===== src/rtl/core/hex_color_tag_text_parser_macros.svh =====
// Assertion macros for the color tag text parser.
// Included by the top level; needs nothing else.
`ifndef HEX_COLOR_TAG_TEXT_PARSER_MACROS_SVH
`define HEX_COLOR_TAG_TEXT_PARSER_MACROS_SVH

// Consequent must hold in the same cycle as the antecedent.
`define HCTP_ASSERT_SAME(label, clk, rst, ante, cons, msg) \
   label: assert property (@(posedge clk) disable iff (rst) (ante) |-> (cons)) \
      else $error(msg);

// Consequent must hold in the cycle after the antecedent.
`define HCTP_ASSERT_NEXT(label, clk, rst, ante, cons, msg) \
   label: assert property (@(posedge clk) disable iff (rst) (ante) |=> (cons)) \
      else $error(msg);

`endif


===== src/rtl/core/hctp_pkg.sv =====
// Shared types, character codes and hex helpers for the color tag text parser.
// No dependencies.
`default_nettype none

package hctp_pkg;

   localparam int TagStore = 5;
   localparam int RunBytes = TagStore + 1;
   localparam int CountBits = 3;

   localparam logic [7:0] CharHash       = 8'h23;
   localparam logic [7:0] CharUnderscore = 8'h5F;
   localparam logic [7:0] CharNewline    = 8'h0A;
   localparam logic [7:0] CharSpace      = 8'h20;

   localparam logic [31:0] DefaultColorReset = 32'hFFFF_FFFF;
   localparam logic [7:0]  FullAlpha         = 8'hFF;

   typedef enum logic [1:0] {
      KindChar = 2'd0,
      KindLine = 2'd1,
      KindEnd  = 2'd2
   } kind_type;

   function automatic logic [3:0] nibble_of(input logic [7:0] c);
      logic [3:0] n;
      n = 4'd0;
      if (c inside {[8'h30:8'h39]}) begin
         n = 4'(c - 8'h30);
      end else if (c inside {[8'h61:8'h66]}) begin
         n = 4'(c - 8'h61 + 8'd10);
      end else if (c inside {[8'h41:8'h46]}) begin
         n = 4'(c - 8'h41 + 8'd10);
      end
      return n;
   endfunction

   function automatic logic [7:0] byte_of(input logic [7:0] hi, input logic [7:0] lo);
      return {nibble_of(hi), nibble_of(lo)};
   endfunction

endpackage

`default_nettype wire


===== src/rtl/core/hex_color_tag_text_parser.sv =====
// Color tag text parser: bytes in, colored glyph / line end / end of text out.
// A req byte passes the input register, then the result run register, to rsp.
// Throughput: one byte per cycle unless rsp stalls; an end-of-text byte gives 1 to 7
// results, one per cycle unless rsp stalls, through the single result register.
// Reset (synchronous, high): tag state cleared, default and current color all ones.
// Depends on hctp_pkg and hex_color_tag_text_parser_macros.svh.
`default_nettype none
`include "hex_color_tag_text_parser_macros.svh"

module hex_color_tag_text_parser (
   input  wire logic               clock,
   input  wire logic               reset,
   input  wire logic               csr_valid,
   output      logic               csr_ready,
   input  wire logic [31:0]        csr_default_color,
   input  wire logic               req_valid,
   output      logic               req_ready,
   input  wire logic [7:0]         req_char_code,
   input  wire logic               req_end_of_text,
   output      logic               rsp_valid,
   input  wire logic               rsp_ready,
   output      hctp_pkg::kind_type rsp_kind,
   output      logic [7:0]         rsp_glyph,
   output      logic [31:0]        rsp_color,
   output      logic               rsp_last_of_run
);
   import hctp_pkg::*;

   // input register
   logic       in_valid_ff;
   logic [7:0] in_char_ff;
   logic       in_last_ff;

   // parser state
   logic                 tag_open_ff, tag_open_in;
   logic [CountBits-1:0] tag_cnt_ff, tag_cnt_in;
   logic [7:0]           tag_chars_ff [TagStore];
   logic [7:0]           tag_chars_in [TagStore];
   logic [31:0]          cur_color_ff, cur_color_in;
   logic [31:0]          default_color_ff;

   // result run register
   logic                 run_valid_ff;
   logic [7:0]           run_bytes_ff [RunBytes];
   logic [CountBits-1:0] run_left_ff;
   logic                 run_end_ff;
   logic [31:0]          run_color_ff;

   // load values for the run register
   logic [7:0]           ld_bytes [RunBytes];
   logic [CountBits-1:0] ld_left;
   logic                 ld_end;

   logic [7:0]  tag_r, tag_g, tag_b;
   logic [31:0] tag_color;
   logic        zero_res, run_free, proc_fire, run_load, out_last, rsp_fire, csr_fire;

   assign csr_ready = 1'b1;
   assign csr_fire  = csr_valid && csr_ready;
   assign rsp_fire  = rsp_valid && rsp_ready;

   assign tag_r = byte_of(tag_chars_ff[0], tag_chars_ff[1]);
   assign tag_g = byte_of(tag_chars_ff[2], tag_chars_ff[3]);
   assign tag_b = byte_of(tag_chars_ff[4], in_char_ff);
   assign tag_color = (tag_r == 8'd0 && tag_g == 8'd0 && tag_b == 8'd0) ?
                      default_color_ff : {FullAlpha, tag_b, tag_g, tag_r};

   always_comb begin
      tag_open_in  = tag_open_ff;
      tag_cnt_in   = tag_cnt_ff;
      tag_chars_in = tag_chars_ff;
      cur_color_in = cur_color_ff;
      for (int k = 0; k < RunBytes; k++) begin
         ld_bytes[k] = 8'd0;
      end
      ld_left = '0;
      ld_end  = in_last_ff;
      if (tag_open_ff) begin
         if (tag_cnt_ff >= CountBits'(TagStore)) begin
            cur_color_in = tag_color;
            tag_open_in  = 1'b0;
            tag_cnt_in   = '0;
         end else begin
            tag_chars_in[tag_cnt_ff] = in_char_ff;
            tag_cnt_in = tag_cnt_ff + 1'b1;
            if (in_last_ff) begin
               // text ended inside a tag: replay '#' and the collected bytes
               ld_bytes[0] = CharHash;
               for (int k = 0; k < TagStore; k++) begin
                  ld_bytes[k+1] = tag_chars_in[k];
               end
               ld_left = tag_cnt_ff + CountBits'(2);
            end
         end
      end else if (in_char_ff == CharHash && !in_last_ff) begin
         tag_open_in = 1'b1;
         tag_cnt_in  = '0;
      end else begin
         ld_bytes[0] = in_char_ff;
         ld_left     = CountBits'(1);
         if (in_char_ff == CharNewline) begin
            cur_color_in = default_color_ff;
         end
      end
      if (in_last_ff) begin
         tag_open_in  = 1'b0;
         tag_cnt_in   = '0;
         cur_color_in = default_color_ff;
      end
   end

   assign out_last  = (run_left_ff == CountBits'(1) && !run_end_ff) || (run_left_ff == '0);
   assign zero_res  = (ld_left == '0) && !ld_end;
   assign run_free  = !run_valid_ff || (rsp_fire && out_last);
   assign proc_fire = in_valid_ff && (zero_res || run_free);
   assign run_load  = proc_fire && !zero_res;
   assign req_ready = !in_valid_ff || proc_fire;

   // control registers
   always_ff @(posedge clock) begin
      if (reset) begin
         in_valid_ff      <= 1'b0;
         tag_open_ff      <= 1'b0;
         tag_cnt_ff       <= '0;
         cur_color_ff     <= DefaultColorReset;
         default_color_ff <= DefaultColorReset;
         run_valid_ff     <= 1'b0;
         run_left_ff      <= '0;
         run_end_ff       <= 1'b0;
      end else begin
         if (req_valid && req_ready) begin
            in_valid_ff <= 1'b1;
         end else if (proc_fire) begin
            in_valid_ff <= 1'b0;
         end
         if (csr_fire) begin
            default_color_ff <= csr_default_color;
            cur_color_ff     <= csr_default_color;
         end else if (proc_fire) begin
            cur_color_ff <= cur_color_in;
         end
         if (proc_fire) begin
            tag_open_ff <= tag_open_in;
            tag_cnt_ff  <= tag_cnt_in;
         end
         if (run_load) begin
            run_valid_ff <= 1'b1;
            run_left_ff  <= ld_left;
            run_end_ff   <= ld_end;
         end else if (rsp_fire) begin
            if (out_last) begin
               run_valid_ff <= 1'b0;
            end else if (run_left_ff != '0) begin
               run_left_ff <= run_left_ff - 1'b1;
            end
         end
      end
   end

   // payload registers
   always_ff @(posedge clock) begin
      if (req_valid && req_ready) begin
         in_char_ff <= req_char_code;
         in_last_ff <= req_end_of_text;
      end
      if (proc_fire) begin
         tag_chars_ff <= tag_chars_in;
      end
      if (run_load) begin
         run_bytes_ff <= ld_bytes;
         run_color_ff <= cur_color_ff;
      end else if (rsp_fire && run_left_ff != '0) begin
         for (int k = 0; k < RunBytes - 1; k++) begin
            run_bytes_ff[k] <= run_bytes_ff[k+1];
         end
         run_bytes_ff[RunBytes-1] <= 8'd0;
         if (run_bytes_ff[0] == CharNewline) begin
            run_color_ff <= default_color_ff;
         end
      end
   end

   always_comb begin
      rsp_kind  = KindEnd;
      rsp_glyph = 8'd0;
      rsp_color = 32'd0;
      if (run_left_ff != '0) begin
         if (run_bytes_ff[0] == CharNewline) begin
            rsp_kind = KindLine;
         end else begin
            rsp_kind  = KindChar;
            rsp_glyph = (run_bytes_ff[0] == CharUnderscore) ? CharSpace : run_bytes_ff[0];
            rsp_color = run_color_ff;
         end
      end
   end

   assign rsp_valid       = run_valid_ff;
   assign rsp_last_of_run = out_last;

   `HCTP_ASSERT_SAME(a_run_nonempty, clock, reset, run_valid_ff && run_left_ff == '0,
      run_end_ff, "result run holds neither bytes nor end of text")
   `HCTP_ASSERT_SAME(a_run_bound, clock, reset, run_valid_ff,
      run_left_ff <= CountBits'(RunBytes), "result run longer than the byte store")
   `HCTP_ASSERT_SAME(a_tag_count_idle, clock, reset, !tag_open_ff,
      tag_cnt_ff == '0, "tag count nonzero with no tag open")
   `HCTP_ASSERT_NEXT(a_end_restores, clock, reset, proc_fire && in_last_ff,
      !tag_open_ff && cur_color_ff == default_color_ff,
      "end of text did not restore parser state")

endmodule

`default_nettype wire


===== config.mk =====
export PLATFORM = sky130hd
export DESIGN_NAME = hex_color_tag_text_parser
export DESIGN_NICKNAME = d
export VERILOG_FILES = /design/src/rtl/core/hctp_pkg.sv /design/src/rtl/core/hex_color_tag_text_parser.sv
export VERILOG_INCLUDE_DIRS = /design/src /design/src/rtl/core
export SDC_FILE = /design/constraint.sdc
export NUM_CORES = 1
export LEC_CHECK = 0
export BUFFER_PORTS_ARGS = -buffer_cell sky130_fd_sc_hd__buf_2
export CORE_ASPECT_RATIO = 1.25
export CORE_UTILIZATION = 51
export CTS_CLUSTER_SIZE = 12
export DETAILED_ROUTE_END_ITERATION = 8
export PLACE_DENSITY = 0.72
export SLEW_MARGIN = 10
export SYNTH_ARGS = -nofsm -noshare
export SYNTH_HDL_FRONTEND = slang
export SYNTH_SLANG_ARGS = --single-unit
export TNS_END_PERCENT = 5

===== constraint.sdc =====
create_clock -name clock -period 5.3 [get_ports clock]
set_clock_uncertainty 0.05 [all_clocks]
set_input_delay 1.06 -clock clock [delete_from_list [all_inputs] [get_ports clock]]
set_output_delay 1.06 -clock clock [all_outputs]
set_load 0.05 [all_outputs]

# --- Yosys cells after proc, flatten, opt, wreduce, memory -nomap -nowiden ---
# Index checks and enable logic that the tools add are counted.
word_totals:
  ff_bits: 203
  out_inout_bits: 46
op_classes:
  addsub: 33
  n_lt_le_gt_ge: 39
  eq_ne: 8
  mux: 67
  n_bitwise: 2
  reduce_logical: 60
op_table:
  columns: ["cell", "count"]
  rows:
  - ["$mux W32", 13]
  - ["$ge A8 B7 Y1 const B", 12]
  - ["$le A8 B7 Y1 const B", 12]
  - ["$mux W48", 2]
  - ["$mux W46", 2]
  - ["$mux W4", 18]
  - ["$sub A4 B1 Y4 const B", 18]
  - ["$add A4 B4 Y4 const B", 12]
  - ["$ge A8 B6 Y1 const B", 6]
  - ["$le A8 B6 Y1 const B", 6]
  - ["$mux W8", 6]
  - ["$bwmux W40", 1]
  - ["$mux W40", 1]
  - ["$mux W3", 11]
  - ["$logic_and A1 B1 Y1", 30]
  - ["$demux W8 S3", 1]
  - ["$logic_not A8 Y1", 3]
  - ["$eq A8 B4 Y1 const B", 2]
  - ["$reduce_bool A2 Y1", 7]
  - ["$mux W1", 11]
  - ["$eq A8 B6 Y1 const B", 1]
  - ["$eq A8 B7 Y1 const B", 1]
  - ["$logic_not A3 Y1", 2]
  - ["$reduce_and A2 Y1", 3]
  - ["19 further kinds", 28]

# --- Longest topological paths before layout ---
# Gate-level depths: netlist of the first run.
depth:
  word_depth: 14
  ltp_mapped: 11
  depth_no_buf: 9

# --- Least setup slack after synthesis of the first run ---
# No wires, ideal clock.
synth_timing:
  kind: "input-to-reg"
  from: "input port rsp_ready"
  to: "register run_color_ff[0], enable pin"
  setup_time_ns: 0.466
  arrival_ns: 3.467
  t_required_ns: 4.784
  path_slack_ns: 1.318
  path_stages: 2
  n_path_buf: 0
  cell_sequence: "nand3_1 o21ai_0"
synth_between:
  elab_chain_len: 8
  elab_cells_between_ends: 10
synth_lines:
  columns: ["item", "line", "text"]
  rows:
  - ["from (decl)", "hex_color_tag_text_parser.sv:21", "input wire logic rsp_ready,"]
  - ["$logic_and A1 B1 Y1 (*)", "hex_color_tag_text_parser.sv:60", "assign rsp_fire = rsp_valid && rsp_ready;"]
  - ["$logic_and A1 B1 Y1", "hex_color_tag_text_parser.sv:114", "assign run_free = !run_valid_ff || (rsp_fire && out_last);"]
  - ["$logic_or A1 B1 Y1", "hex_color_tag_text_parser.sv:114", null]
  - ["$logic_or A1 B1 Y1", "hex_color_tag_text_parser.sv:115", "assign proc_fire = in_valid_ff && (zero_res || run_free);"]
  - ["$logic_and A1 B1 Y1", "hex_color_tag_text_parser.sv:115", null]
  - ["$logic_and A1 B1 Y1", "hex_color_tag_text_parser.sv:116", "assign run_load = proc_fire && !zero_res;"]
  - ["$reduce_bool A2 Y1 (no source line)", null, null]
  - ["$reduce_and A2 Y1 (no source line) (*)", null, null]
  - ["to (signal assigned)", "hex_color_tag_text_parser.sv:171", "run_color_ff <= cur_color_ff;"]
  - ["to (signal assigned)", "hex_color_tag_text_parser.sv:178", "run_color_ff <= default_color_ff;"]
  - ["to (decl)", "hex_color_tag_text_parser.sv:47", "logic [31:0] run_color_ff;"]
# Mark *: on every way between the ends. The rest lies on a longest branch, timed or not.
# A chain may end at the register's enable or synchronous reset.

# --- Final worst setup path of the first run ---
layout_timing:
  from: "register run_bytes_ff[40] in the netlist's numbering"
  to: "output port rsp_glyph[6]"
layout_between:
  elab_chain_len: 4
  elab_cells_between_ends: 5
layout_lines:
  columns: ["item", "line", "text"]
  rows:
  - ["from (decl)", "hex_color_tag_text_parser.sv:44", "logic [7:0] run_bytes_ff [RunBytes];"]
  - ["from (signal assigned)", "hex_color_tag_text_parser.sv:170", "run_bytes_ff <= ld_bytes;"]
  - ["from (signal, indexed assignment)", "hex_color_tag_text_parser.sv:174", "run_bytes_ff[k] <= run_bytes_ff[k+1];"]
  - ["$eq A8 B7 Y1", "hex_color_tag_text_parser.sv:192", "rsp_glyph = (run_bytes_ff[0] == CharUnderscore) ? CharSpace : run_bytes_ff[0];"]
  - ["$mux W8", "hex_color_tag_text_parser.sv:192", null]
  - ["$mux W8 (*)", "hex_color_tag_text_parser.sv:188", "if (run_bytes_ff[0] == CharNewline) begin"]
  - ["$mux W8 (*)", "hex_color_tag_text_parser.sv:187", "if (run_left_ff != '0) begin"]
  - ["to (decl)", "hex_color_tag_text_parser.sv:23", "output logic [7:0] rsp_glyph,"]
# Marks and branches as above.

==> results of run 1 <==
==> registers in the layout, indices dropped and copies added (netlist names), 3 cells and up <==
signal and cells:
cur_color_ff 32, default_color_ff 32, in_char_ff 8, run_bytes_ff 48, run_color_ff 32, run_left_ff 3
tag_chars_ff 40, tag_cnt_ff 3
==> report_power, final <==
group / switching [µW] / internal, µW / leakage, µW / total (µW)
clock network: 604 / 819 / 0.000320 / 1420
logic: 351 / 138 / 0.00236 / 489
registers: 46.0 / 1780 / 0.00178 / 1830
total: 1000 / 2740 / 0.00446 / 3740
==> final timing paths <==
kind / start / to / slack, ns / depth (start not counted)
max: run_bytes_ff[40] / rsp_glyph[6] / 1.30 / 6
min: default_color_ff[5] / default_color_ff[5] / 0.40 / 1
min reg2reg: default_color_ff[5] / default_color_ff[5] / 0.40 / 1
max reg2reg: in_last_ff / run_color_ff[1] / 1.77 / 9
==> kinds of logic (layout without fill, tap and decap cells) <==
kind of cell               Yosys count  after routing  share of synthesized area, %
adders and majority gates           28             28                         3.511
muxes                               34             34                         3.825
other                                1              1                       0.03759
AOI/OAI and AO/OA                  287            287                         18.39
and+or+nand+nor                    300            300                         15.86
DFF                                203            203                         53.67
xor gates and xnor gates             2              2                        0.1756
buffers and inverters              114            195                         4.527
==> layout make-up <==
cell class                      instances  area, µm²  area share [%]
Sequential cell                       203       5355           47.56
Multi-Input combinational cell        652       4187           37.18
Clock buffer                           36      634.4           5.634
Timing Repair Buffer                  100      525.5           4.667
Tap cell                              261      326.6           2.900
Inverter                               55      206.4           1.834
Clock inverter                          4      25.02          0.2222
==> metrics by stage <==
stage          power (µW)  instances  util (%)  setup WS (ns)  hold slack (ns)
2_1_floorplan        2219        969         -          1.318           0.3799
3_3_place_gp         2342       1271     55.83          1.680           0.3851
3_5_place_dp         2350       1271     55.83          1.604           0.3921
4_1_cts              3755       1311     59.30          1.259           0.4052
5_1_grt              3870       1311     59.30          1.085           0.4171
6_report             3740       1311     59.30          1.298           0.4022
==> cell usage after synthesis (6+ instances only) <==
library cell	count
o32a_1	8
inv_1	54
a211oi_1	8
mux2_2	33
o21ai_0	112
ha_1	28
nor2_1	20
nor2b_1	27
and2_1	8
o21ai_2	19
nand4_1	7
nor3_1	16
dfxtp_1	74
a211o_1	8
and3_1	36
a21o_1	8
nand3_1	40
clkbuf_1	48
nand2_1	113
a21oi_1	63
o22ai_1	6
a22o_1	7
or4b_1	6
o21bai_1	6
edfxtp_1	129
==> metal layers <==
metal,up-vias,global-route usage [%],wire length (µm)
li1,3680,-,-
met1,3620,31.83,10580
met2,246,41.37,11720
met3,55,2.957,1217
met4,0,9.070,734
met5,-,0,0
==> results.txt, run 1 <==
status -> complete, no violations
Min-Delay Path Class -> flop to flop
Post-synth top flop -> edfxtp_1
crit end category -> primary output
postcts setup bufs -> 0
core footprint -> 18990 µm²
initial antenna violation count -> 0
Worst setup SP type -> flop
fmax -> 249.9 MHz
CTS Buffer Depth -> 3
RSZ-0062 raised after global routing -> false
Max Cap Viol -> 0
Yosys top cell by area -> edfxtp_1
final setup vio count -> 0
worst vdd ir -> 0.0001893 V
Synthesized Nets -> 1043
slowest CP cell -> nand2_1
leak pwr -> 0.004462 µW
routability cong. -> 0.9259
# DRC -> 0
Max Slew Vio Count -> 0
total grt overflow -> 0
die area -> 20130 µm²
Detailed Place HPWL -> 16280 µm
Data arrival, critical path -> 2.89 ns
placed inst area -> 10600 µm²
Tightest Pin Transition -> 1.068 ns
synth unique cells -> 73
H-Tree Level Count -> 1
Area contributors post-synth -> edfxtp_1 (39%), dfxtp_1 (15%), o21ai_0 (5.6%)
layout cells sized above 1 -> 18.86%
CTS root buffer -> clkbuf_16
DIE WIDTH -> 127.1 µm
synthesis-to-layout area growth -> 12.85%
kind of critical path -> flop to primary output
Worst EP required -> 4.19 ns
Post-DRT Antenna Nets -> 0
CP Max Fanout -> 35
Cell Area, Synth -> 9977 µm²
Reg clk slew, reported paths -> 0.06 ns
commonest non-fill, non-tap cells in the layout -> edfxtp_1 (129), nand2_1 (112), o21ai_0 (111)
Seq/Total Area, Yosys -> 53.67%
clock net sink count -> 203
Synth Warn # -> 0
Syn Area/Cell -> 10.30 µm²
Synth top area share -> 38.83%
Port Buffers -> 90
critical path's most frequent cell -> and2_1
First-pass DRT Iterations -> 5
Relative slew margins -> 28.16%
largest net degree at the start of global routing -> 93
number of enable flip-flop cells after synthesis -> 129
CTS tree -> built
GR Util All Layers -> 24.28%
chip height -> 158.4 µm
fin crit period -> 4.002 ns
total CTS buffers -> 22
asr flop ratio synth -> 0%
Worst path max stage delay -> 0.66 ns
I/O pin count -> 92
final period utilization -> 75.52%
delay-heaviest family, CP -> simple AND/OR/NAND/NOR gates
layout net count -> 1108
initial drt markers -> 627
Cell Chain, Critical Path -> nor4_1 > nand2_1 > and2_1 > nor2b_1 > and2_1 > buf_2
final instance area -> 11260 µm²
post-synthesis register bit count -> 203
vias in the first global route -> 7103
Power per Cell Area -> 332.1 nW/µm²
# fillers -> 1583
# hold bufs at CTS -> 0
drt via density -> 5.798
commonest non-fill, non-tap cell in the layout -> edfxtp_1
Post-Route WL -> 24260 µm
row count -> 56
CTS resizes -> 0
Synth Instances -> 969
diodes inserted -> 0
Initial Utilization -> 52.54%
Final Hold Fails -> 0
setup TNS -> 0 ns
vias -> 7601
Routed wire per std cell -> 18.50 µm
clk_lat worst skew -> 0.51 ns
first-pass GRT wire length -> 38210 µm
Buf/Inv on CP -> 1
Power figures use the tool's default switching activity.
==> inputs of run 2 (changes only) <==
- clock period: 5.3 -> 4.02 ns (I/O delays scaled with it)
==> run 2 against run 1 <==
Against the previous run:
- utilization grew 0.066 points
- design area grew 0.11%
- global-route usage grew 0.28 points
- critical endpoint is now req_ready
- routed wire length shrank 0.53%
- combinational power grew 35%
- sequential cell count is the same
- worst hold slack gained 0.0028 ns
- worst setup slack lost 0.57 ns
==> results.txt, run 2 (same netlist as run 1, synthesis figures left out) <==
Hold Crit Depth -> 1 (unchanged)
routability cong. -> 0.8626 (-6.8%)
RR Startpoint -> in_char_ff[6]
first-pass GRT wire length -> 38580 µm (+0.99%)
# DRC -> 0 (unchanged)
Worst setup SP type -> flop
commonest non-fill, non-tap cell in the layout -> edfxtp_1
core footprint -> 18990 µm² (unchanged)
clock net sink count -> 203 (unchanged)
kind of critical path -> flop to primary output
vias in the first global route -> 7235 (+1.9%)
# hold bufs at CTS -> 0 (unchanged)
RSZ-0062 raised after global routing -> false
Reg clk slew, reported paths -> 0.06 ns (about the same)
chip height -> 158.4 µm (unchanged)
Largest regs -> run_bytes_ff: 48 flops, tag_chars_ff: 40 flops
CP Max Fanout -> 10 (-71%)
worst vdd ir -> 0.0004153 V (+120%)
CTS resizes -> 0 (unchanged)
Hold Crit Start -> default_color_ff[5]
layout cells sized above 1 -> 19.30% (+0.44 points)
vias -> 7552 (-0.64%)
Power per Cell Area -> 426.5 nW/µm² (+28%)
RR Endpoint -> run_left_ff[2]
GR Layer Usage met3 -> 2.890% (-0.067 points)
CTS tree -> built
setup TNS -> 0 ns (unchanged)
die area -> 20130 µm² (unchanged)
total grt overflow -> 0 (unchanged)
final period utilization -> 81.92%
layout net count -> 1117 (+0.81%)
max reg flops -> 48 (unchanged)
Tightest Pin Transition -> 0.8736 ns (-0.1948 ns)
GR Util All Layers -> 24.56% (+0.28 points)
fmax -> 303.7 MHz
initial antenna violation count -> 0 (unchanged)
Max Cap Viol -> 0 (unchanged)
CTS root buffer -> clkbuf_16
Final Non-Filler Cells -> 1318 (+0.53%)
DIE WIDTH -> 127.1 µm (unchanged)
commonest non-fill, non-tap cells in the layout -> edfxtp_1 (129), nand2_1 (112), o21ai_0 (111)
Top reg by flops -> run_bytes_ff
crit end category -> primary output
First-pass DRT Iterations -> 5 (unchanged)
Hold Path End -> default_color_ff[5]
clk_lat worst skew -> 0.49 ns (-0.02 ns)
Data arrival, critical path -> 2.44 ns (-0.45 ns)
path depth of the worst reg2reg path -> 7 (-2)
drt via density -> 5.730 (-1.2%)
Relative slew margins -> 41.59% (+13 points)
largest net degree at the start of global routing -> 90 (-3.2%)
synthesis-to-layout area growth -> 12.98%
Min-Delay Path Class -> flop to flop
Routed wire per std cell -> 18.31 µm (-1.1%)
GR Util met1 -> 31.47% (-0.36 points)
total CTS buffers -> 21 (-4.5%)
Initial Utilization -> 52.54% (unchanged)
met2 GRT Util -> 42.15% (+0.78 points)
initial drt markers -> 548 (-13%)
leak pwr -> 0.004476 µW (+0.32%)
final setup vio count -> 0 (unchanged)
number of instances in the placed design -> 1281 (+0.79%)
diodes inserted -> 0 (unchanged)
Max Slew Vio Count -> 0 (unchanged)
fin crit period -> 3.293 ns
gr busiest metal -> met2
Post-DRT Antenna Nets -> 0 (unchanged)
Worst EP required -> 3.17 ns (-1.02 ns)
postcts setup bufs -> 0 (unchanged)
Detailed Place HPWL -> 16690 µm (+2.5%)
Post-Route WL -> 24130 µm (-0.53%)
I/O pin count -> 92 (unchanged)
H-Tree Level Count -> 1 (unchanged)
R2R Setup Slk -> 0.75 ns (-1.02 ns)
row count -> 56 (unchanged)
CTS Buffer Depth -> 3 (unchanged)
Final Hold Fails -> 0 (unchanged)
status -> complete, no violations
Port Buffers -> 90 (unchanged)
-- run 2: changes by cell type in the layout (fill, tap and decap cells not counted) --
cell | previous run | this run
buf_4 | 10 | 20
clkbuf_16 | 23 | 21
clkinv_2 | 2 | 1
clkbuf_1 | 12 | 13
inv_8 | 1 | 0
-- run 2: worst max-delay path by stage --
stage,startpoint,to,slack [ns],depth (start not counted)
2_1_floorplan,run_bytes_ff[40],run_color_ff[0],0.21,4
3_3_place_gp,in_char_ff[6],run_left_ff[2],0.82,7
3_5_place_dp,in_char_ff[6],run_left_ff[2],0.80,7
4_1_cts,in_char_ff[6],req_ready,0.73,5
5_1_grt,tag_chars_ff[0],cur_color_ff[7],0.51,10
6_report,in_char_ff[6],req_ready,0.73,5
-- run 2: cell type report --
| cell class | instances | area, µm² |
|---|---|---|
| Fill cell | 1625 | 7716 |
| Timing Repair Buffer | 110 | 600.6 |
| Inverter | 55 | 206.4 |
| Clock buffer | 35 | 588.1 |
| Sequential cell | 203 | 5355 |
| Clock inverter | 2 | 8.758 |
| Tap cell | 261 | 326.6 |
| Multi-Input combinational cell | 652 | 4187 |
-- run 2: metal layers --
| metal | vias to the layer above | share of wire [%] |
|---|---|---|
| li1 | 3696 | - |
| met1 | 3553 | 43 |
| met2 | 247 | 48 |
| met3 | 56 | 5.4 |
| met4 | 0 | 4.1 |
| met5 | - | 0 |
-- run 2: worst max-delay path, stage by stage (launching register included) --
cell and delay [ns]:
edfxtp_1 0.56, nor4b_2 0.62, a41o_1 0.35, nor2_1 0.07, nand2_1 0.09, buf_2 0.26
-- run 2: metrics by stage --
| step | instance area [µm²] | util (%) | power (µW) | hold slack [ns] | setup slack, ns |
|---|---|---|---|---|---|
| floorplan | 9977 | - | 2925 | 0.3799 | 0.2124 |
| global placement | 10680 | 56.22 | 3097 | 0.3867 | 0.8168 |
| detailed placement | 10680 | 56.22 | 3107 | 0.3928 | 0.7965 |
| CTS | 11270 | 59.36 | 4841 | 0.4062 | 0.7306 |
| global route | 11270 | 59.36 | 4990 | 0.4123 | 0.5141 |
| finish | 11270 | 59.36 | 4807 | 0.4050 | 0.7269 |
-- run 2: report_power, final --
group	internal, µW	switching, µW	leakage, µW	total [µW]
Clock	991	755	0.000287	1750
Combinational	190	471	0.00241	660
Sequential	2350	53.0	0.00178	2400
